===== src/rtl/core/length_prefixed_frame_deframer_unit_defines.svh =====
// ---------------------------------------------------------------------------
// Length-prefixed frame deframer assertion macros
// Shared shorthands for the concurrent checks in the deframer RTL. Each macro
// samples on aclk and is disabled while aresetn is low.
// ---------------------------------------------------------------------------
`ifndef LENGTH_PREFIXED_FRAME_DEFRAMER_UNIT_DEFINES_SVH
`define LENGTH_PREFIXED_FRAME_DEFRAMER_UNIT_DEFINES_SVH

// Same-cycle implication.
`define LPFD_ASSERT_IMP(lbl, ante, cons, msg) \
    lbl: assert property (@(posedge aclk) disable iff (!aresetn) (ante) |-> (cons)) \
        else $error(msg);

// Next-cycle implication.
`define LPFD_ASSERT_NXT(lbl, ante, cons, msg) \
    lbl: assert property (@(posedge aclk) disable iff (!aresetn) (ante) |=> (cons)) \
        else $error(msg);

`endif


===== src/rtl/core/lpfd_pkg.sv =====
// ---------------------------------------------------------------------------
// Length-prefixed frame deframer package
// Types, codes and constants shared by the deframer parser and top level.
// ---------------------------------------------------------------------------
package lpfd_pkg;

    localparam logic [7:0] MARK0    = 8'h50;  // 'P'
    localparam logic [7:0] MARK1    = 8'h53;  // 'S'
    localparam int         HDR_BYTES = 16;
    localparam int         CNT_W     = $clog2(HDR_BYTES);
    localparam logic [CNT_W-1:0] HDR_LAST = CNT_W'(HDR_BYTES - 1);

    typedef enum logic [1:0] {
        PH_HEADER = 2'd0,
        PH_BODY   = 2'd1,
        PH_ERROR  = 2'd2
    } phase_t;

    typedef enum logic [2:0] {
        KIND_HEADER     = 3'd0,
        KIND_BODY       = 3'd1,
        KIND_BAD_MARKER = 3'd2,
        KIND_TRUNCATED  = 3'd3,
        KIND_END        = 3'd4
    } kind_t;

    // One stream beat as seen by the parser.
    typedef struct packed {
        logic       stream_end;
        logic [7:0] data_byte;
    } item_t;

    // One result item.
    typedef struct packed {
        kind_t        result_kind;
        logic [15:0]  message_id;
        logic [31:0]  body_length;
        logic [31:0]  time_seconds;
        logic [31:0]  time_nanoseconds;
        logic [7:0]   body_byte;
        logic         frame_last;
    } result_t;

endpackage


===== src/rtl/core/lpfd_parser.sv =====
// ---------------------------------------------------------------------------
// Deframer parse state
// Holds the frame phase, header byte count and collected header fields, and
// forms the result for the beat presented on step.
// ---------------------------------------------------------------------------
`include "length_prefixed_frame_deframer_unit_defines.svh"

module lpfd_parser (
    input  logic             aclk,
    input  logic             aresetn,
    input  logic             step,
    input  lpfd_pkg::item_t  item,
    output logic             res_valid,
    output lpfd_pkg::result_t res
);

    lpfd_pkg::phase_t              phase_reg, phase_next;
    logic [lpfd_pkg::CNT_W-1:0]    header_count_reg, header_count_next;
    logic                          marker_ok_reg, marker_ok_next;
    logic [15:0]                   held_message_id_reg, held_message_id_next;
    logic [31:0]                   held_length_reg, held_length_next;
    logic [31:0]                   held_seconds_reg, held_seconds_next;
    logic [31:0]                   held_nanoseconds_reg, held_nanoseconds_next;
    logic [31:0]                   body_remaining_reg, body_remaining_next;

    logic bad_mark;
    logic res_hit;

    assign bad_mark = ((header_count_reg == lpfd_pkg::CNT_W'(0))
                       && (item.data_byte != lpfd_pkg::MARK0))
                   || ((header_count_reg == lpfd_pkg::CNT_W'(1))
                       && (item.data_byte != lpfd_pkg::MARK1));

    always_comb begin
        phase_next            = phase_reg;
        header_count_next     = header_count_reg;
        marker_ok_next        = marker_ok_reg;
        held_message_id_next  = held_message_id_reg;
        held_length_next      = held_length_reg;
        held_seconds_next     = held_seconds_reg;
        held_nanoseconds_next = held_nanoseconds_reg;
        body_remaining_next   = body_remaining_reg;
        res                   = '0;
        res_hit               = 1'b0;

        if (item.stream_end) begin
            // End of stream always returns the parse state to its reset value.
            phase_next        = lpfd_pkg::PH_HEADER;
            header_count_next = '0;
            marker_ok_next    = 1'b1;
            unique case (phase_reg)
                lpfd_pkg::PH_HEADER: begin
                    res_hit         = 1'b1;
                    res.result_kind = lpfd_pkg::KIND_END;
                end
                lpfd_pkg::PH_BODY: begin
                    res_hit         = 1'b1;
                    res.result_kind = lpfd_pkg::KIND_TRUNCATED;
                end
                default: begin
                    res_hit = 1'b0;
                end
            endcase
        end else begin
            unique case (phase_reg)
                lpfd_pkg::PH_HEADER: begin
                    // Marker bytes that match are shifted into the id like any other.
                    if (bad_mark) begin
                        marker_ok_next = 1'b0;
                    end else begin
                        unique case (header_count_reg[3:2])
                            2'd0: held_message_id_next =
                                {held_message_id_reg[7:0], item.data_byte};
                            2'd1: held_length_next =
                                {held_length_reg[23:0], item.data_byte};
                            2'd2: held_seconds_next =
                                {held_seconds_reg[23:0], item.data_byte};
                            default: held_nanoseconds_next =
                                {held_nanoseconds_reg[23:0], item.data_byte};
                        endcase
                    end

                    if (header_count_reg != lpfd_pkg::HDR_LAST) begin
                        header_count_next = header_count_reg + lpfd_pkg::CNT_W'(1);
                    end else begin
                        header_count_next = '0;
                        res_hit           = 1'b1;
                        if (!marker_ok_next) begin
                            marker_ok_next  = 1'b1;
                            phase_next      = lpfd_pkg::PH_ERROR;
                            res.result_kind = lpfd_pkg::KIND_BAD_MARKER;
                        end else begin
                            res.result_kind      = lpfd_pkg::KIND_HEADER;
                            res.message_id       = held_message_id_next;
                            res.body_length      = held_length_next;
                            res.time_seconds     = held_seconds_next;
                            res.time_nanoseconds = held_nanoseconds_next;
                            res.frame_last       = (held_length_next == 32'd0);
                            body_remaining_next  = held_length_next;
                            phase_next = (held_length_next == 32'd0)
                                       ? lpfd_pkg::PH_HEADER : lpfd_pkg::PH_BODY;
                        end
                    end
                end
                lpfd_pkg::PH_BODY: begin
                    res_hit             = 1'b1;
                    res.result_kind     = lpfd_pkg::KIND_BODY;
                    res.body_byte       = item.data_byte;
                    body_remaining_next = body_remaining_reg - 32'd1;
                    if (body_remaining_reg == 32'd1) begin
                        res.frame_last = 1'b1;
                        phase_next     = lpfd_pkg::PH_HEADER;
                    end
                end
                default: begin
                    // Error phase, and the unused code: drop the byte.
                    res_hit = 1'b0;
                end
            endcase
        end
    end

    assign res_valid = step && res_hit;

    always_ff @(posedge aclk) begin
        if (!aresetn) begin
            phase_reg        <= lpfd_pkg::PH_HEADER;
            header_count_reg <= '0;
            marker_ok_reg    <= 1'b1;
        end else if (step) begin
            phase_reg        <= phase_next;
            header_count_reg <= header_count_next;
            marker_ok_reg    <= marker_ok_next;
        end
    end

    always_ff @(posedge aclk) begin
        if (step) begin
            held_message_id_reg  <= held_message_id_next;
            held_length_reg      <= held_length_next;
            held_seconds_reg     <= held_seconds_next;
            held_nanoseconds_reg <= held_nanoseconds_next;
            body_remaining_reg   <= body_remaining_next;
        end
    end

    `LPFD_ASSERT_IMP(a_body_count_live, phase_reg == lpfd_pkg::PH_BODY,
        body_remaining_reg != 32'd0, "body phase with no bytes remaining")
    `LPFD_ASSERT_IMP(a_count_in_header, header_count_reg != '0,
        phase_reg == lpfd_pkg::PH_HEADER, "header count running outside header phase")
    `LPFD_ASSERT_NXT(a_last_body_closes,
        res_valid && res.frame_last && (res.result_kind == lpfd_pkg::KIND_BODY),
        phase_reg == lpfd_pkg::PH_HEADER, "final body byte did not close the frame")

endmodule


===== src/rtl/core/length_prefixed_frame_deframer_unit.sv =====
// ---------------------------------------------------------------------------
// Length-prefixed frame deframer
// Splits a byte stream into 16-byte headers and pass-through body bytes.
// ---------------------------------------------------------------------------
//  Channel | Direction | Beat contents
//  --------+-----------+----------------------------------------------------
//  s_axis  | in        | one stream byte, or an end-of-stream marker
//  m_axis  | out       | header, body byte, error or end-of-stream result
//
// One beat is accepted per clock when the output side keeps up; the parser
// sits between a one-beat input register and a one-beat result register.
// An accepted beat passes through the input register, then its result through the result register.
// A stall on m_axis holds the result register; the input register still
// takes one more beat, after which s_axis_tready drops until the stall ends.
// aresetn is synchronous and clears the valid flags of both registers and the parse state.
// ---------------------------------------------------------------------------
`include "length_prefixed_frame_deframer_unit_defines.svh"

module length_prefixed_frame_deframer_unit (
    input  logic         aclk,
    input  logic         aresetn,

    input  logic         s_axis_tvalid,
    output logic         s_axis_tready,
    input  logic [7:0]   s_axis_tdata,   // [7:0] data_byte
    input  logic         s_axis_tuser,   // [0] stream_end

    output logic         m_axis_tvalid,
    input  logic         m_axis_tready,
    // [15:0] message_id, [47:16] body_length, [79:48] time_seconds,
    // [111:80] time_nanoseconds, [119:112] body_byte
    output logic [119:0] m_axis_tdata,
    output logic [2:0]   m_axis_tuser,   // [2:0] result_kind
    output logic         m_axis_tlast
);

    logic              in_valid_reg;
    lpfd_pkg::item_t   in_item_reg;
    logic              out_valid_reg;
    lpfd_pkg::result_t out_res_reg;

    logic              advance;
    logic              s_accept;
    logic              res_valid;
    lpfd_pkg::result_t res;

    assign advance       = in_valid_reg && (!out_valid_reg || m_axis_tready);
    assign s_axis_tready = !in_valid_reg || advance;
    assign s_accept      = s_axis_tvalid && s_axis_tready;

    lpfd_parser u_parser (
        .aclk      (aclk),
        .aresetn   (aresetn),
        .step      (advance),
        .item      (in_item_reg),
        .res_valid (res_valid),
        .res       (res)
    );

    always_ff @(posedge aclk) begin
        if (!aresetn) begin
            in_valid_reg  <= 1'b0;
            out_valid_reg <= 1'b0;
        end else begin
            if (s_accept) begin
                in_valid_reg <= 1'b1;
            end else if (advance) begin
                in_valid_reg <= 1'b0;
            end
            // A beat that causes no result still frees the result slot.
            if (advance) begin
                out_valid_reg <= res_valid;
            end else if (m_axis_tready) begin
                out_valid_reg <= 1'b0;
            end
        end
    end

    always_ff @(posedge aclk) begin
        if (s_accept) begin
            in_item_reg.data_byte  <= s_axis_tdata;
            in_item_reg.stream_end <= s_axis_tuser;
        end
        if (advance) begin
            out_res_reg <= res;
        end
    end

    assign m_axis_tvalid = out_valid_reg;
    assign m_axis_tdata  = {out_res_reg.body_byte, out_res_reg.time_nanoseconds,
                            out_res_reg.time_seconds, out_res_reg.body_length,
                            out_res_reg.message_id};
    assign m_axis_tuser  = out_res_reg.result_kind;
    assign m_axis_tlast  = out_res_reg.frame_last;

    `LPFD_ASSERT_IMP(a_last_kind, m_axis_tvalid && m_axis_tlast,
        (m_axis_tuser == lpfd_pkg::KIND_HEADER) || (m_axis_tuser == lpfd_pkg::KIND_BODY),
        "last flag on a result that is neither header nor body byte")
    `LPFD_ASSERT_IMP(a_hdr_fields_clear,
        m_axis_tvalid && (m_axis_tuser != lpfd_pkg::KIND_HEADER),
        m_axis_tdata[111:0] == 112'd0, "header fields set on a non-header result")
    `LPFD_ASSERT_NXT(a_input_not_dropped, in_valid_reg && !advance,
        in_valid_reg, "held input beat lost without being parsed")

endmodule

===== config.mk =====
export PLATFORM = sky130hd
export DESIGN_NAME = length_prefixed_frame_deframer_unit
export DESIGN_NICKNAME = d
export VERILOG_FILES = /design/src/rtl/core/lpfd_pkg.sv /design/src/rtl/core/lpfd_parser.sv /design/src/rtl/core/length_prefixed_frame_deframer_unit.sv
export VERILOG_INCLUDE_DIRS = /design/src /design/src/rtl/core
export SDC_FILE = /design/constraint.sdc
export NUM_CORES = 1
export LEC_CHECK = 0
export BUFFER_PORTS_ARGS = -buffer_cell sky130_fd_sc_hd__buf_4
export CORE_ASPECT_RATIO = 0.7
export CORE_MARGIN = 1
export CORE_UTILIZATION = 45
export CTS_CLUSTER_DIAMETER = 150
export DETAILED_ROUTE_END_ITERATION = 10
export PLACE_DENSITY = 0.67
export SLEW_MARGIN = 20
export SYNTH_ARGS = -nofsm -noshare
export SYNTH_HDL_FRONTEND = slang
export SYNTH_SLANG_ARGS = --single-unit

===== constraint.sdc =====
create_clock -name aclk -period 18.1 [get_ports aclk]
set_input_delay 4.525 -clock aclk [delete_from_list [all_inputs] [get_ports aclk]]
set_output_delay 4.525 -clock aclk [all_outputs]
set_load 0.02 [all_outputs]

Word-level counts from Yosys, hierarchy flattened
Cells that the tools add are included.
Widths: inputs -> output; s select.
{ "op_classes": {"addsub": 2, "n_eq_ne": 12, "muxes": 46, "bitwise_logic": 4, "reduce_logical": 27} }
{ "ops": {"columns": ["op", "count"], "rows": [
  ["$mux 32", 10],
  ["$mux 114", 1],
  ["$mux 112", 1],
  ["$pmux 32 s2", 1],
  ["$eq 32x1->1 const B", 1],
  ["$logic_not 32->1", 1],
  ["$mux 16", 2],
  ["$sub 32x1->32 const B", 1],
  ["$mux 1", 17],
  ["$ne 8x7->1 const B", 2],
  ["$mux 4", 3],
  ["$pmux 3 s2", 2],
  ["$mux 2", 5],
  ["$reduce_bool 2->1", 4],
  ["$logic_and 1x1->1", 5],
  ["$reduce_and 5->1", 1],
  ["$add 4x1->4 const B", 1],
  ["$eq 2x1->1 const B", 2],
  ["$eq 4x1->1 const B", 1],
  ["$logic_not 2->1", 2],
  ["$logic_not 4->1", 1],
  ["$ne 4x4->1 const B", 1],
  ["$not 1->1", 4],
  ["$pmux 1 s2", 2],
  ["other kinds (16)", 20]
]} }
{ "totals": {"reg_bits": 286, "in_bits": 13, "out_inout_bits": 126, "wordCells": 110} }

Longest topological paths before layout
Gate-level depths: netlist of the first run.
{ "depth": {"word_depth": 12, "depth_mapped": 7, "ltp_nobuf": 7} }

Cells and area by module
A second synthesis of the first run with hierarchy kept.
{ "unflattened": {"cells_unflattened": 812, "hier_area_um2": 12179.2} }
{ "by_module_without_submodules": {"columns": ["module", "n_inst", "cells_each", "area_per_inst_um2", "seq_area_each_um2"], "rows": [
  ["lpfd_parser", 1, 669, 8077.7, 4464.3],
  ["length_prefixed_frame_deframer_unit", 1, 143, 4101.4, 4033.9]
]} }

Worst setup path after synthesis of the first run
OpenSTA, ideal clock, no wires.
{ "synth_timing": {"path_type": "in2reg", "from": "input m_axis_tready", "to": "register u_parser.header_count_reg[1] (netlist name)", "setup_time_ns": 0.077, "arrival_ns": 11.400, "t_required_ns": 18.023, "path_slack_ns": 6.623, "stages": 7, "n_path_buf": 1, "path_cell_list": "nand2b_1 -> nand2_1 -> inv_1 -> and3_1 -> clkbuf_1 -> a22oi_1 -> nor2b_1"} }
{ "synth_via": {"elab_chain_cells": 3} }
{ "synth_lines": {"columns": ["element", "line", "rtl"], "rows": [
  ["start, declared", "length_prefixed_frame_deframer_unit.sv:29", "input logic m_axis_tready,"],
  ["$logic_or 1x1->1", "length_prefixed_frame_deframer_unit.sv:47", "assign advance = in_valid_reg && (!out_valid_reg || m_axis_tready);"],
  ["$logic_and 1x1->1", "length_prefixed_frame_deframer_unit.sv:47", null],
  ["named net advance", "length_prefixed_frame_deframer_unit.sv:42", "logic advance;"],
  ["$reduce_and 2->1 (no source line)", null, null],
  ["end signal, assigned", "lpfd_parser.sv:132", "header_count_reg <= header_count_next;"],
  ["end, declared", "lpfd_parser.sv:18", "logic [lpfd_pkg::CNT_W-1:0] header_count_reg, header_count_next;"]
]} }
The timed path passes the listed nets, and every way through them passes these cells.
A chain may end at the register's enable or synchronous reset.

Worst setup path in the final report of the first run
{ "layout_timing": {"from": "input m_axis_tready", "to": "output s_axis_tready"} }
{ "layout_via": {"elab_chain_cells": 3} }
{ "layout_lines": {"columns": ["element", "line", "rtl"], "rows": [
  ["$logic_or 1x1->1", "length_prefixed_frame_deframer_unit.sv:47", null],
  ["$logic_and 1x1->1", "length_prefixed_frame_deframer_unit.sv:47", null],
  ["$logic_or 1x1->1", "length_prefixed_frame_deframer_unit.sv:48", "assign s_axis_tready = !in_valid_reg || advance;"],
  ["end, declared", "length_prefixed_frame_deframer_unit.sv:24", "output logic s_axis_tready,"]
]} }
No other way between the ends.

==> impl_metrics.py, run 1 <==
metrics = {
    "status": {
        "status": "finished clean",
    },
    "logic_synthesis": {
        "synth.yosys.seq_area_share_pct": 69.7,
        "ys_async_sr_fraction_pct": 0,
        "synth_ff_type": "sky130_fd_sc_hd__edfxtp_1",
        "synth.distinct_cells": 54,
        "number_of_enable_flip_flop_cells_after_synthesis": 277,
        "syn-mean-instance-area_um2": 15.1,
        "synthesis.area_um2": 12200,
        "number_of_cells_produced_by_synthesis": 808,
        "syn_nets": 826,
        "yosys_warnings": 0,
        "synth.ff_latch_count": 286,
    },
    "critical_path": {
        "cp-start-kind": "primary input",
        "worstPathRequired_ps": 13570,
        "crit_start": "m_axis_tready",
        "arrival_ps": 5250,
        "criticalPathCategory": "primary input to output pin",
        "crit_fanout": 3,
        "worst_setup_path_end_kind": "output pin",
        "regToRegStartpoint": "m_axis_tvalid",
        "r2r.worst_path.cells": 5,
    },
    "power": {
        "comb_power_share_pct": 3.6,
        "sw_frac_of_total_pct": 20.8,
        "cellLeakagePower_nw": 4.76,
        "report.power.total_mw": 1.41,
        "net-switching-power_mw": 0.293,
        "pwr-share-seq_pct": 52.9,
        "cellInternalPower_mw": 1.12,
        "ir_drop_uv": 58.3,
        "power_frac_clock_pct": 43.5,
        "p_per_area_nw_per_um2": 96.7,
    },
    "timing": {
        "hold_ws_ps": 534,
        "worstMarginPinSlew_ps": 995,
        "fmaxAchievable_mhz": 102,
        "final_min_period_over_clock_period_pct": 54.0,
        "unrepaired_setup_endpoints_after_global_routing": "no",
        "finalClockSkew_ps": 8.10,
        "finalWorstPathRequiredPeriod_ps": 9770,
        "slew_headroom_pct": 33.7,
        "setup_tns_ps": 0,
        "timing_max_transition_violations_final": 0,
        "final_hold_viol_count": 0,
        "setup_ws_ps": 8330,
        "setup_viol_count_final": 0,
    },
    "routing": {
        "drt_first_iter_violations": 616,
        "detail-route-antenna-nets": 0,
        "routed_wirelength_um": 25400,
        "viasPerCell": 5.13,
        "m1_wl_um": 13100,
        "maxUsedRoutingLayer": "met4",
        "wl_per_cell_um": 19.0,
        "drc_viols": 0,
        "dr.pass1.iters": 5,
        "vias": 6855,
        "route.met2.wl_um": 10600,
        "route.met3.wl_um": 1290,
    },
    "global_route": {
        "largest_net_degree_at_the_start_of_global_routing": 82,
        "global_route.overflow_total": 0,
        "number_of_global_route_vias_before_repair": 6683,
        "globalRouteTotalUtil_pct": 18.5,
        "wire_length_of_the_first_global_routing_pass_um": 39400,
        "antenna_found_initial": 0,
    },
    "hold_path": {
        "hold_path_start": "m_axis_tvalid",
        "worstHoldPathCells": 2,
        "min_path_type": "register to register",
    },
    "clock_network": {
        "cts-root-buf": "sky130_fd_sc_hd__clkbuf_16",
        "cts_repair_resize_count": 0,
        "postCtsHoldBufs": 0,
        "cts_tree": "done",
        "cts-root-to-sink-buffers": 3,
        "cts_inserted_buffers": 29,
        "post-cts-setup-buffer-count": 0,
        "tritoncts_num_sinks": 286,
        "clkSlewWorstSetupHoldPaths_ps": 60,
        "htreeDepth": 1,
        "clk_latency_ps": 530,
    },
    "floorplanning": {
        "die_height_um": 140,
        "io_pins": 139,
        "die_w_um": 199,
        "rows": 50,
        "core-area_um2": 26700,
        "initial_utilization_pct": 45.7,
        "floorplan.die_area_um2": 27800,
    },
    "placed_design": {
        "gp_congestion": 0.795,
        "post-dp-hpwl_um": 16400,
        "detailedPlace.worstSlack_ps": 8320,
        "numPortBuffers": 138,
    },
    "cells_and_area": {
        "antennaDiodeCount": 0,
        "nNetsFinal": 967,
        "largest_register_ff_count": 120,
        "layout-area-overhead-vs-synth_pct": 19.8,
        "drive_above_1_share_pct": 30.5,
    },
    "flow_run": {
        "timing.max_cap.violations": 0,
    },
}
logic make-up after synthesis:
kind of cell / after synthesis / share of synthesized area, %
flops: 286 / 69.7
simple gates: 245 / 11.7
mux: 132 / 11.7
buf+inv: 76 / 2.47
compound gates: 38 / 2.13
xor+xnor: 26 / 1.87
fa+ha+maj: 5 / 0.513
metrics by stage:
step	instances	cell area, µm²	utilization, %
CTS	1335	14600	54.7
floorplan	808	12200	-
finish	1335	14600	54.7
global route	1335	14600	54.7
global placement	1282	13600	51.1
detailed placement	1282	13600	51.1
critical path, stage by stage:
cell                       delay, ps
sky130_fd_sc_hd__buf_4           100
sky130_fd_sc_hd__nand2b_1        150
sky130_fd_sc_hd__or2_2           300
sky130_fd_sc_hd__buf_4           160
power groups by stage:
| stage | Sequential (mW) | Clock (mW) | Combinational [mW] |
|---|---|---|---|
| after floorplan | 0.771 | 0 | 0.0164 |
| after global placement | 0.762 | 0 | 0.0505 |
| after detailed placement | 0.762 | 0 | 0.0515 |
| after CTS | 0.748 | 0.627 | 0.0514 |
| after global routing | 0.749 | 0.656 | 0.0543 |
| final | 0.748 | 0.615 | 0.0507 |
path summary, 6_finish.rpt:
| check | end | slack [ps] |
|---|---|---|
| min reg2reg | m_axis_tvalid | 530 |
| min | m_axis_tvalid | 530 |
| max reg2reg | u_parser.held_seconds_reg[29] | 14720 |
| max | s_axis_tready | 8330 |
placed cells by master (no fill, tap or decap), types with 6 or more instances in the layout:
cell and n:
sky130_fd_sc_hd__a21oi_1 13, sky130_fd_sc_hd__and2_1 83, sky130_fd_sc_hd__and3_1 12, sky130_fd_sc_hd__buf_4 146
sky130_fd_sc_hd__clkbuf_16 29, sky130_fd_sc_hd__clkinv_2 7, sky130_fd_sc_hd__dfxtp_1 9, sky130_fd_sc_hd__edfxtp_1 277
sky130_fd_sc_hd__inv_1 38, sky130_fd_sc_hd__mux2_2 81, sky130_fd_sc_hd__mux2i_1 51, sky130_fd_sc_hd__nand2_1 10
sky130_fd_sc_hd__nand3_1 6, sky130_fd_sc_hd__nor2_1 59, sky130_fd_sc_hd__nor3_1 18, sky130_fd_sc_hd__nor4_1 11
sky130_fd_sc_hd__nor4_2 6, sky130_fd_sc_hd__xnor2_1 22
cells in the mapped netlist (7+ instances only):
cell type                  count  area, µm²
sky130_fd_sc_hd__edfxtp_1    277       8320
sky130_fd_sc_hd__and2_1       83        519
sky130_fd_sc_hd__mux2_2       81        912
sky130_fd_sc_hd__nor2_1       59        221
sky130_fd_sc_hd__mux2i_1      51        510
sky130_fd_sc_hd__inv_1        39        146
sky130_fd_sc_hd__clkbuf_1     25       93.8
sky130_fd_sc_hd__xnor2_1      22        193
sky130_fd_sc_hd__nor3_1       18       90.1
sky130_fd_sc_hd__a21oi_1      13       65.1
sky130_fd_sc_hd__and3_1       13       81.3
sky130_fd_sc_hd__nor4_1       12       75.1
sky130_fd_sc_hd__nand2_1      10       37.5
sky130_fd_sc_hd__dfxtp_1       9        180
sky130_fd_sc_hd__buf_2         7       35.0
layer usage:
layer  up-vias  global-route usage, %
li1       3263                      -
met1      3372                   30.3
met2       191                   25.9
met3        29                   2.79
met4         0                   3.36
met5         -                      0
layout make-up:
| class | instances | area (µm²) |
|---|---|---|
| Sequential cell | 286 | 8500 |
| Timing Repair Buffer | 146 | 1100 |
| Multi-Input combinational cell | 446 | 3440 |
| Tap cell | 364 | 455 |
| Clock inverter | 21 | 239 |
| Clock buffer | 32 | 737 |
| Fill cell | 2162 | 12100 |
| Inverter | 40 | 153 |
Power figures use the tool's default switching activity.
==> run 2, diff against run 1 <==
PLACE_DENSITY = 0.69   (was 0.67)
clock period = 8 ns   (was 18.1 ns; I/O delays follow)
==> run 2 against run 1 <==
  * Critical path depth is the same
  * Global-route usage shrank 0.32 points
  * Cell area shrank 0.45%
  * Setup slack got worse by 5100 ps
  * Die area stayed put
  * Cell count is the same
  * Non-clock buffer count is the same
  * Sequential power rose by 130%
  * Flip-flop and latch count unchanged
  * Core utilization is 0.25 points lower
  * Largest cell class unchanged
  * Largest power group unchanged
==> impl_metrics.py, run 2 (synthesis results as in run 1) <==
metrics = {
    "routing": {
        "routed_wirelength_um": 25100,
        "detail-route-antenna-nets": 0,
        "viasPerCell": 5.22,
        "drt_first_iter_violations": 634,
        "m1_wl_um": 12500,
        "dr.pass1.iters": 5,
        "maxUsedRoutingLayer": "met4",
        "route.met3.wl_um": 1630,
        "drc_viols": 0,
        "wl_per_cell_um": 18.8,
        "vias": 6971,
        "route.met2.wl_um": 10600,
    },
    "critical_path": {
        "regToRegStartpoint": "m_axis_tvalid",
        "r2r.worst_path.cells": 6,
        "arrival_ps": 2720,
        "crit_fanout": 3,
        "worstPathRequired_ps": 6000,
        "worst_setup_path_end_kind": "output pin",
        "cp-start-kind": "primary input",
        "criticalPathCategory": "primary input to output pin",
        "worst-r2r-setup-slack_ps": 4850,
        "critical_path.reg2reg.endpoint": "u_parser.held_nanoseconds_reg[25]",
    },
    "timing": {
        "final_min_period_over_clock_period_pct": 59.0,
        "final_hold_viol_count": 0,
        "setup_tns_ps": 0,
        "unrepaired_setup_endpoints_after_global_routing": "no",
        "finalWorstPathRequiredPeriod_ps": 4720,
        "worstMarginPinSlew_ps": 966,
        "slew_headroom_pct": 35.6,
        "setup_viol_count_final": 0,
        "fmaxAchievable_mhz": 212,
        "finalClockSkew_ps": 13.1,
        "timing_max_transition_violations_final": 0,
        "setup_ws_ps": 3280,
    },
    "global_route": {
        "number_of_global_route_vias_before_repair": 6622,
        "antenna_found_initial": 0,
        "globalRouteTotalUtil_pct": 18.2,
        "wire_length_of_the_first_global_routing_pass_um": 38600,
        "largest_net_degree_at_the_start_of_global_routing": 86,
        "global_route.overflow_total": 0,
    },
    "cells_and_area": {
        "drive_above_1_share_pct": 30.1,
        "layout_common_cells": "sky130_fd_sc_hd__edfxtp_1 (277), sky130_fd_sc_hd__buf_4 (145), sky130_fd_sc_hd__and2_1 (83), sky130_fd_sc_hd__mux2_2 (81), sky130_fd_sc_hd__nor2_1 (59)",
        "layout_commonest_cell": "sky130_fd_sc_hd__edfxtp_1",
        "layout-area-overhead-vs-synth_pct": 19.2,
        "nNetsFinal": 967,
        "finalCoreUtilization_pct": 54.5,
        "antennaDiodeCount": 0,
        "largest_register_ff_count": 120,
    },
    "hold_path": {
        "worst_hold_path.endpoint": "m_axis_tvalid",
        "hold_path_start": "m_axis_tvalid",
        "min_path_type": "register to register",
        "worstHoldPathCells": 2,
    },
    "clock_network": {
        "cts_repair_resize_count": 0,
        "cts-root-to-sink-buffers": 3,
        "cts_inserted_buffers": 29,
        "postCtsHoldBufs": 0,
        "cts-root-buf": "sky130_fd_sc_hd__clkbuf_16",
        "cts_tree": "done",
        "post-cts-setup-buffer-count": 0,
        "htreeDepth": 1,
        "tritoncts_num_sinks": 286,
        "clkSlewWorstSetupHoldPaths_ps": 60,
        "clk_latency_ps": 540,
    },
    "floorplanning": {
        "io_pins": 139,
        "die_w_um": 199,
        "initial_utilization_pct": 45.7,
        "core-area_um2": 26700,
        "floorplan.die_area_um2": 27800,
        "die_height_um": 140,
        "rows": 50,
    },
    "placed_design": {
        "detailedPlace.worstSlack_ps": 2750,
        "post-dp-hpwl_um": 16200,
        "gp_congestion": 0.828,
        "numPortBuffers": 138,
    },
    "flow_run": {
        "timing.max_cap.violations": 0,
    },
    "power": {
        "ir_drop_uv": 140,
        "cellLeakagePower_nw": 4.73,
        "p_per_area_nw_per_um2": 212,
    },
    "status": {
        "status": "finished clean",
    },
}
## run 2: cell types whose count changed in the layout (fill, tap and decap cells not counted), sizes merged
cell | previous run | this run
clkinvlp | 4 | 1
bufinv | 5 | 1
clkbuf | 32 | 39
## run 2: layout make-up
type	instances	area [µm²]
inverter	40	153
timing repair buffer	146	1120
sequential	286	8500
fill	2168	12200
clock inverter	14	95.1
tap	364	455
multi-input combinational	446	3440
clock buffer	39	793
## run 2: stage by stage
step / instance area (µm²) / power (mW) / cells / hold WS (ps)
6_report: 14500 / 3.08 / 1335 / 536
5_1_grt: 14500 / 3.17 / 1335 / 571
4_1_cts: 14500 / 3.11 / 1334 / 542
3_3_place_gp: 13600 / 1.84 / 1281 / 532
3_5_place_dp: 13600 / 1.84 / 1281 / 525
2_1_floorplan: 12200 / 1.78 / 808 / 518
## run 2: worst max-delay path by stage
stage	start	slack [ps]	cells past startpoint	end
3_3_place_gp	m_axis_tready	2810	6	u_parser.held_nanoseconds_reg[26]
4_1_cts	m_axis_tready	3270	4	s_axis_tready
5_1_grt	m_axis_tready	3220	4	s_axis_tready
6_report	m_axis_tready	3280	4	s_axis_tready
2_1_floorplan	m_axis_tready	870	7	u_parser.marker_ok_reg
3_5_place_dp	m_axis_tready	2750	6	u_parser.held_nanoseconds_reg[26]
## run 2: metal layers
| layer | track usage [%] | vias to the layer above |
|---|---|---|
| met5 | 0 | - |
| met3 | 3.54 | 30 |
| met1 | 29.1 | 3444 |
| met2 | 25.0 | 226 |
| li1 | - | 3271 |
| met4 | 4.45 | 0 |
## run 2: worst max-delay path, cell delays in order
cell	delay [ps]
sky130_fd_sc_hd__buf_4	110
sky130_fd_sc_hd__nand2b_1	150
sky130_fd_sc_hd__or2_2	300
sky130_fd_sc_hd__buf_4	160
## run 2: where the power goes
part,internal [mW],switching [mW]
registers,1.67,0.0233
clock network,0.724,0.551
logic,0.0421,0.0736
==> run 3, diff against run 2 <==
ABC_AREA = 1   (was default)
PLACE_DENSITY = 0.67   (was 0.69)
clock period = 4.75 ns   (was 8 ns; I/O delays follow)
==> run 3 against run 2 <==
  * Die area grew 3.6%
  * Register-to-register slack got worse by 3300 ps
  * Sequential power is 69% higher
  * Global-route usage up 1.6 points
  * Power rose by 64%
  * Cell area increased by 2.0%
  * Clock skew down 3.6 ps
  * Routed wire length rose by 14%
  * Critical path type is now register to register
  * Critical endpoint is now m_axis_tdata[34]
==> impl_metrics.py, run 3 <==
metrics = {
    "logic_synthesis": {
        "synth_ff_type": "sky130_fd_sc_hd__edfxtp_1",
        "synthDominantCellAreaShare_pct": 65.8,
        "ys_async_sr_fraction_pct": 0,
        "synth.ff_latch_count": 286,
        "synth.distinct_cells": 34,
        "syn-mean-instance-area_um2": 10.3,
        "yosys_warnings": 0,
        "syn_nets": 1245,
        "number_of_enable_flip_flop_cells_after_synthesis": 277,
        "synthesis.area_um2": 12600,
        "synth_top_cells_by_area": "sky130_fd_sc_hd__edfxtp_1 (66%), sky130_fd_sc_hd__nand2_1 (7.2%), sky130_fd_sc_hd__inv_1 (6.5%), sky130_fd_sc_hd__nor2_1 (5.1%), sky130_fd_sc_hd__o21ai_0 (4.2%)",
        "synth.yosys.seq_area_share_pct": 67.2,
        "synth_area_leader_cell": "sky130_fd_sc_hd__edfxtp_1",
        "number_of_cells_produced_by_synthesis": 1227,
        "synthTopCellsByCount": "sky130_fd_sc_hd__edfxtp_1 (277), sky130_fd_sc_hd__nand2_1 (244), sky130_fd_sc_hd__inv_1 (220)",
        "synth.most_common_cell": "sky130_fd_sc_hd__edfxtp_1",
    },
    "placed_design": {
        "post-dp-hpwl_um": 19500,
        "numPortBuffers": 138,
        "detailedPlace.worstSlack_ps": 1490,
        "gp_congestion": 0.924,
        "placed_cell_area_um2": 14000,
    },
    "power": {
        "pwr-share-seq_pct": 56.3,
        "p_per_area_nw_per_um2": 341,
        "power_frac_clock_pct": 39.1,
        "cellLeakagePower_nw": 6.04,
        "sw_frac_of_total_pct": 21.3,
        "cellInternalPower_mw": 3.98,
        "net-switching-power_mw": 1.08,
        "comb_power_share_pct": 4.6,
        "ir_drop_uv": 225,
    },
    "cells_and_area": {
        "fillerInstances": 2397,
        "layout-area-overhead-vs-synth_pct": 17.3,
        "multi_input_logic_area_um2": 3100,
        "drive_above_1_share_pct": 15.2,
        "layout_commonest_cell": "sky130_fd_sc_hd__edfxtp_1",
        "summed_area_of_non_filler_cells_in_the_final_layout_um2": 14800,
        "nNetsFinal": 1383,
        "largest_register_ff_count": 120,
        "antennaDiodeCount": 0,
        "finalCoreUtilization_pct": 54.6,
        "layout_common_cells": "sky130_fd_sc_hd__edfxtp_1 (277), sky130_fd_sc_hd__nand2_1 (242), sky130_fd_sc_hd__inv_1 (219), sky130_fd_sc_hd__nor2_1 (173), sky130_fd_sc_hd__buf_4 (150)",
        "layout.area.seq_um2": 8500,
    },
    "floorplanning": {
        "floorplan.die_area_um2": 28800,
        "die_height_um": 142,
        "rows": 50,
        "die_w_um": 202,
        "io_pins": 139,
        "initial_utilization_pct": 46.6,
        "core-area_um2": 27200,
    },
    "timing": {
        "fmaxAchievable_mhz": 314,
        "finalWorstPathRequiredPeriod_ps": 3180,
        "worstMarginPinSlew_ps": 1090,
        "setup_tns_ps": 0,
        "setup_viol_count_final": 0,
        "final_hold_viol_count": 0,
        "unrepaired_setup_endpoints_after_global_routing": "no",
        "setup_ws_ps": 1570,
        "final_min_period_over_clock_period_pct": 67.0,
        "slew_headroom_pct": 27.2,
        "finalClockSkew_ps": 9.50,
        "timing_max_transition_violations_final": 0,
    },
    "critical_path": {
        "crit_fanout": 93,
        "arrival_ps": 3550,
        "critical-path-top-delay-family": "simple AND/OR/NAND/NOR gates",
        "cp_num_buf_inv": 3,
        "timing.critical_path.slowest_stage_cell": "sky130_fd_sc_hd__dfxtp_1",
        "criticalPathCategory": "register to register",
        "max_stage_delay_ps": 810,
        "crit_path_cell_trace": "inv_2, nand2_4, inv_2, nand2_1, o21bai_1, nand3_2, nor2_2, nand2_4, buf_4, a21oi_1",
        "worst_setup_path_end_kind": "register",
        "worstPathRequired_ps": 5120,
        "cp-start-kind": "register",
    },
    "clock_network": {
        "cts_inserted_buffers": 27,
        "clkSlewWorstSetupHoldPaths_ps": 60,
        "htreeDepth": 1,
        "postCtsHoldBufs": 0,
        "post-cts-setup-buffer-count": 0,
        "cts-root-buf": "sky130_fd_sc_hd__clkbuf_16",
        "cts_repair_resize_count": 0,
        "cts-root-to-sink-buffers": 3,
        "tritoncts_num_sinks": 286,
        "cts_tree": "done",
        "clk_latency_ps": 530,
    },
    "global_route": {
        "largest_net_degree_at_the_start_of_global_routing": 94,
        "antenna_found_initial": 1,
        "wire_length_of_the_first_global_routing_pass_um": 44000,
        "global_route.overflow_total": 0,
        "number_of_global_route_vias_before_repair": 7848,
        "globalRouteTotalUtil_pct": 19.8,
    },
    "routing": {
        "viasPerCell": 4.96,
        "detail-route-antenna-nets": 0,
        "routed_wirelength_um": 28800,
        "vias": 8656,
        "drc_viols": 0,
        "dr.pass1.iters": 8,
        "drt_first_iter_violations": 1051,
        "wl_per_cell_um": 16.5,
    },
    "flow_run": {
        "timing.max_cap.violations": 0,
    },
    "status": {
        "status": "finished clean",
    },
    "hold_path": {
        "min_path_type": "register to register",
    },
}
## run 3: changes by cell type in the layout (fill, tap and decap cells not counted), moves of 18 or more
cell,delta
sky130_fd_sc_hd__o21ai_1,+18
sky130_fd_sc_hd__mux2i_1,-51
sky130_fd_sc_hd__o21ai_0,+104
sky130_fd_sc_hd__mux2_2,-81
sky130_fd_sc_hd__inv_1,+181
sky130_fd_sc_hd__and2_1,-82
sky130_fd_sc_hd__nand3_1,+25
sky130_fd_sc_hd__nor2_1,+114
sky130_fd_sc_hd__nand2_1,+232
## run 3: per-layer routing
metal	up-vias	GRT usage, %	wire length, µm
li1	4247	-	-
met5	-	0	0
met1	4072	33.5	14700
met4	0	3.44	332
met2	314	26.2	11300
met3	23	3.16	2420
## run 3: cell type report
class | instances | area share, %
Clock buffer | 34 | 4.73
Clock inverter | 11 | 0.515
Inverter | 226 | 5.79
Multi-Input combinational cell | 673 | 20.9
Sequential cell | 286 | 57.3
Tap cell | 364 | 3.07
Timing Repair Buffer | 151 | 7.73
## run 3: path summary, 6_finish.rpt
path / end / start / cells after the start / slack (ps)
max reg2reg: m_axis_tdata[34] / u_parser.header_count_reg[2] / 10 / 1570
max: m_axis_tdata[34] / u_parser.header_count_reg[2] / 10 / 1570
min reg2reg: u_parser.phase_reg[0] / u_parser.phase_reg[0] / 2 / 480
min: u_parser.phase_reg[0] / u_parser.phase_reg[0] / 2 / 480
## run 3: logic make-up (layout without fill, tap and decap cells)
kind of cell,count (synthesis),count (layout),share of synthesized area (%)
XOR/XNOR,25,25,1.73
AND/OR/NAND/NOR,484,484,15.4
adder cells (fa/ha/maj),5,5,0.495
buffers and inverters,268,422,8.68
flip-flops,286,286,67.2
AO/OA/AOI/OAI,159,159,6.42
## run 3: tightest hold or removal path, stage by stage, from the launching register on
cell and delay (ps):
sky130_fd_sc_hd__dfxtp_1 320, sky130_fd_sc_hd__nand2_1 60, sky130_fd_sc_hd__a21oi_1 60
## run 3: through the flow
step	cells	hold WS [ps]	power (mW)
floorplan	1227	457	3.02
global placement	1700	484	3.13
detailed placement	1700	474	3.13
CTS	1745	483	5.09
global route	1745	494	5.19
finish	1745	482	5.06
## run 3: power by group through the flow
stage / combinational (mW) / clock (mW) / sequential [mW]
2_1_floorplan: 0.0787 / 0 / 2.94
3_3_place_gp: 0.229 / 0 / 2.90
3_5_place_dp: 0.231 / 0 / 2.90
4_1_cts: 0.232 / 2.01 / 2.85
5_1_grt: 0.248 / 2.09 / 2.85
6_report: 0.230 / 1.98 / 2.85
